$ cat src/hdl/ptc_pkg.sv
// Shared types and constants for the pressure/temperature compensation block.
package ptc_pkg;

   localparam int unsigned AdcWidth   = 20;
   localparam int unsigned ValueWidth = 32;
   localparam int unsigned WordWidth  = 64;
   localparam int unsigned CsrIdxWidth = 3;

   localparam logic [CsrIdxWidth-1:0] CSR_CAL_TEMP    = 3'd0;
   localparam logic [CsrIdxWidth-1:0] CSR_CAL_PRESS_A = 3'd1;
   localparam logic [CsrIdxWidth-1:0] CSR_CAL_PRESS_B = 3'd2;
   localparam logic [CsrIdxWidth-1:0] CSR_CAL_PRESS_C = 3'd3;

   localparam logic [WordWidth-1:0] T_FINE_OFFSET = 64'd128000;
   localparam logic [WordWidth-1:0] P1_BIAS       = 64'h0000_8000_0000_0000;
   localparam logic [WordWidth-1:0] P_SCALE       = 64'd3125;
   localparam logic [AdcWidth:0]    ADC_FULL      = 21'd1048576;
   localparam logic [31:0]          T_ROUND       = 32'd128;

   // Micro-operations, in program order
   typedef enum logic [4:0] {
      T_A, T_M1, T_B, T_M2, T_M3, T_F,
      P_A, P_M1, P_M2, P_M3, P_M4, P_M5, P_M6, P_CHK,
      P_M7, P_DIV, P_M8, P_M9, P_M10, P_F
   } uop_type;

   typedef enum logic [1:0] {K_ALU, K_MUL, K_DIV} kind_type;

   typedef enum logic [2:0] {S_IDLE, S_ISSUE, S_WAIT_MUL, S_WAIT_DIV, S_FINISH} state_type;

   typedef struct packed {
      uop_type uop;
      logic    load;
      logic    go;
      logic    wb;
   } cmd_type;

   typedef struct packed {
      logic mul_done;
      logic div_done;
      logic div_zero;
   } status_type;

   function automatic kind_type uop_kind(uop_type u);
      kind_type k;
      unique case (u)
         T_A, T_B, T_F, P_A, P_CHK, P_F: k = K_ALU;
         P_DIV:                          k = K_DIV;
         default:                        k = K_MUL;
      endcase
      return k;
   endfunction

   function automatic logic [WordWidth-1:0] sx16(logic [15:0] w);
      return {{48{w[15]}}, w};
   endfunction

endpackage

$ cat src/hdl/ptc_ctrl.sv
// Controller: sequences the micro-operations for one sample.
module ptc_ctrl
   import ptc_pkg::*;
(
   input  logic       clock,
   input  logic       reset,
   input  logic       in_valid,
   input  logic       in_command,
   output logic       in_ready,
   output logic       out_valid,
   input  logic       out_ready,
   input  status_type status,
   output cmd_type    cmd
);

   state_type state_ff, state_in;
   uop_type   step_ff, step_in;
   uop_type   step_next;

   assign step_next = uop_type'(step_ff + 5'd1);

   always_ff @(posedge clock) begin
      if (reset) begin
         state_ff <= S_IDLE;
         step_ff  <= T_A;
      end else begin
         state_ff <= state_in;
         step_ff  <= step_in;
      end
   end

   always_comb begin
      state_in  = state_ff;
      step_in   = step_ff;
      cmd.uop   = step_ff;
      cmd.load  = 1'b0;
      cmd.go    = 1'b0;
      cmd.wb    = 1'b0;
      in_ready  = 1'b0;
      out_valid = 1'b0;
      unique case (state_ff)
         S_IDLE: begin
            in_ready = 1'b1;
            if (in_valid) begin
               cmd.load = 1'b1;
               step_in  = in_command ? P_A : T_A;
               state_in = S_ISSUE;
            end
         end
         S_ISSUE: begin
            cmd.go = 1'b1;
            unique case (uop_kind(step_ff))
               K_MUL: state_in = S_WAIT_MUL;
               K_DIV: state_in = S_WAIT_DIV;
               default: begin
                  if (step_ff == T_F || step_ff == P_F ||
                      (step_ff == P_CHK && status.div_zero)) begin
                     state_in = S_FINISH;
                  end else begin
                     step_in = step_next;
                  end
               end
            endcase
         end
         S_WAIT_MUL: begin
            if (status.mul_done) begin
               cmd.wb   = 1'b1;
               step_in  = step_next;
               state_in = S_ISSUE;
            end
         end
         S_WAIT_DIV: begin
            if (status.div_done) begin
               cmd.wb   = 1'b1;
               step_in  = step_next;
               state_in = S_ISSUE;
            end
         end
         S_FINISH: begin
            out_valid = 1'b1;
            if (out_ready) begin
               state_in = S_IDLE;
            end
         end
         default: state_in = S_IDLE;
      endcase
   end

endmodule

$ cat config.mk
export PLATFORM = sky130hd
export DESIGN_NAME = ptc_ctrl
export DESIGN_NICKNAME = d
export VERILOG_FILES = /design/src/hdl/ptc_pkg.sv /design/src/hdl/ptc_ctrl.sv
export SDC_FILE = /design/constraint.sdc
export NUM_CORES = 1
export LEC_CHECK = 0
export ABC_AREA = 1
export BUFFER_PORTS_ARGS = -buffer_cell sky130_fd_sc_hd__buf_2
export CORE_MARGIN = 5
export CORE_UTILIZATION = 56
export DETAILED_ROUTE_END_ITERATION = 10
export GPL_TIMING_DRIVEN = 1
export PLACE_DENSITY = 0.83
export SLEW_MARGIN = 20
export SYNTH_ARGS = -nofsm -noshare
export SYNTH_HDL_FRONTEND = slang
export SYNTH_SLANG_ARGS = --single-unit
$ cat constraint.sdc
create_clock -name clock -period 2.85 [get_ports clock]
set_input_delay 0.57 -clock clock [delete_from_list [all_inputs] [get_ports clock]]
set_output_delay 0.57 -clock clock [all_outputs]
set_load 0.02 [all_outputs]
==> qor.csv <==
stage,metric,value,unit
power,combPwrFrac,0.697,
logic_synthesis,ys_types,21,
drt,drt_iter0_drc,19,
power,seq_power_share,0.217,
cells_and_area,drive_above_1_share,0.260,
drt,firstDrtPassIters,4,
cells_and_area,mostFrequentLayoutCells,"nand2_1, inv_1, buf_2",
die,die_height,47.2,um
setup_path,r2r_start,step_ff[1],
cts,clk_latency,0.26,ns
power,ir_drop,0.639,mV
power,p_switching,594,uW
die,core,0.00130,sq mm
timing,finClkSkew,0.00999,ns
min_path,hold_class,in2reg,
setup_path,startpoint,state_ff[1],
cells_and_area,syn_to_final_growth,16.3,%
drt,via_count,814,
placed_design,hpwl,1420,um
logic_synthesis,synth-simple-area-share,0.485,
logic_synthesis,synthesis.area,773,sq um
cts,cts_resized,0,
timing,tns,0,ns
setup_path,crit_path_start_kind,flop,
logic_synthesis,synth_cells,126,
run,maxCapViolations,0,
cts,cts-root-buf,clkbuf_4,
drt,vias_per_cell,5.06,
power,leakage,0.467,nW
cells_and_area,layout_commonest_cell,nand2_1,
setup_path,worstPathMaxFanout,6,
logic_synthesis,synth_top_family_by_area,simple AND/OR/NAND/NOR gates,
logic_synthesis,synthAdderAreaFrac,0.0971,
die,rows,13,
cts,numCtsBuffers,3,
die,die_x,47.2,um
timing,final_max_slew_viol_count,0,
logic_synthesis,synthXorXnorAreaFrac,0,
min_path,hp-start,reset,
cts,htreeDepth,1,
power,switching_share,0.568,
global_route,grt-ovfl-total,0,
logic_synthesis,syn_nets,140,
timing,fin_crit,1.87,ns
cells_and_area,ff_latch_area,160,sq um
timing,worst_pin_slew,0.328,ns
global_route,grt_usage,0.192,
timing,slew_headroom,0.781,
timing,hold_violations,0,
logic_synthesis,yosysSeqAreaShare,0.207,
cells_and_area,final_nets,162,
power,power_density,1160,mW/mm^2
die,die_area,0.00222,sq mm
global_route,grt_pass1_wl,3020,um
setup_path,crit_arrival,1.30,ns
cts,cts_buffer_depth,2,
setup_path,critPathKind,reg2out,
power,p_int,452,uW
cells_and_area,n_antenna_cell,0,
timing,whs,0.532,ns
timing,fmax,536,MHz
logic_synthesis,yosys_register_bits,8,
cells_and_area,multiInputGateArea,526,sq um
placed_design,port_buffers,17,
placed_design,gp_congestion,0.810,
timing,rsz0062_at_grt,no,
cts,cts.sinks,8,
logic_synthesis,synth_compound_area_frac,0.0971,
drt,drc_errors,0,
power,clockPowerShare,0.086,
global_route,antenna_found_initial,0,
run_status,status,completed,
drt,wl_per_cell,10.8,um
die,start_util,0.594,
die,ios,18,
global_route,first_global_vias,763,
cts,post-cts-setup-buffers,0,
drt,wirelength,1740,um
global_route,grt_max_degree,10,
cells_and_area,n_fill_cell,128,
timing,finalSetupViolCount,0,
setup_path,required,2.28,ns
logic_synthesis,yosys_warnings,0,
cts,cts_tree,done,
cts,clk_pin_slew_worst_paths,0.06,ns
setup_path,critPathCaptureType,output port,
logic_synthesis,synth.avg_cell_area,6.14,sq um
cts,holdBufCountCts,0,
timing,period_share,0.655,
logic_synthesis,synthMuxAreaShare,0,
drt,ant_nets,0,
## critical path: stages (launching register included)
cell and delay [ns]:
dfxtp_1 0.35, nor2_1 0.23, inv_1 0.13, nor3_1 0.14
buf_2 0.19
## power by group through the flow
| stage | Clock, mW | Combinational [mW] | Sequential [mW] |
|---|---|---|---|
| floorplan | 0 | 0.553 | 0.242 |
| global placement | 0 | 0.710 | 0.226 |
| detailed placement | 0 | 0.729 | 0.228 |
| CTS | 0.0906 | 0.732 | 0.226 |
| global route | 0.0997 | 0.824 | 0.238 |
| finish | 0.0903 | 0.729 | 0.227 |
## cells by family (layout without fill, tap and decap cells)
kind of cell	after synthesis	after routing
buffers and inverters	22	42
adders and majority gates	6	6
and+or+nand+nor	75	75
AOI/OAI and AO/OA	15	15
DFF	8	8
## flip-flops by register name, summed over array words and instances, names as in the netlist
name,flops
step_ff,5
state_ff,3
## area by class of cell
class	instances	share of cell area
Timing Repair Buffer	17	0.0946
Tap cell	15	0.0209
Sequential cell	8	0.178
Clock buffer	3	0.0250
Multi-Input combinational cell	96	0.584
Inverter	22	0.0974
## synth_stat cells (all sizes together)
| cell | instances | share of area |
|---|---|---|
| nand2 | 40 | 0.23 |
| dfxtp | 8 | 0.21 |
| clkinv | 1 | 0.011 |
| a21oi | 9 | 0.058 |
| ha | 6 | 0.097 |
| nor3 | 3 | 0.040 |
| inv | 21 | 0.10 |
| nand3 | 12 | 0.091 |
| o21ai | 6 | 0.039 |
| nor2 | 18 | 0.10 |
| or2 | 2 | 0.016 |
## metrics by stage
stage,worst slack [ns],area (sq um),util,instances,total power [mW]
after global placement,1.27,877,0.674,158,0.935
after detailed placement,1.22,877,0.674,158,0.957
after CTS,0.994,900,0.691,161,1.05
after global routing,0.888,900,0.691,161,1.16
after floorplan,1.18,773,-,126,0.794
final,0.985,900,0.691,161,1.05
## path summary, 6_finish.rpt
| kind | to | slack [ns] | depth (start not counted) |
|---|---|---|---|
| setup / recovery | cmd[2] | 0.98 | 4 |
| hold / removal | state_ff[1] | 0.53 | 2 |
| setup reg to reg | step_ff[2] | 1.21 | 10 |
| hold reg to reg | state_ff[1] | 0.54 | 2 |
## per-layer routing
metal / GRT usage / up-vias / part of all wire
met3: 0.0345 / 6 / 0.061
li1: - / 434 / -
met1: 0.207 / 354 / 0.42
met4: 0.0829 / 0 / 0.014
met5: 0 / - / 0
met2: 0.360 / 20 / 0.50
Power figures use the tool's default switching activity.
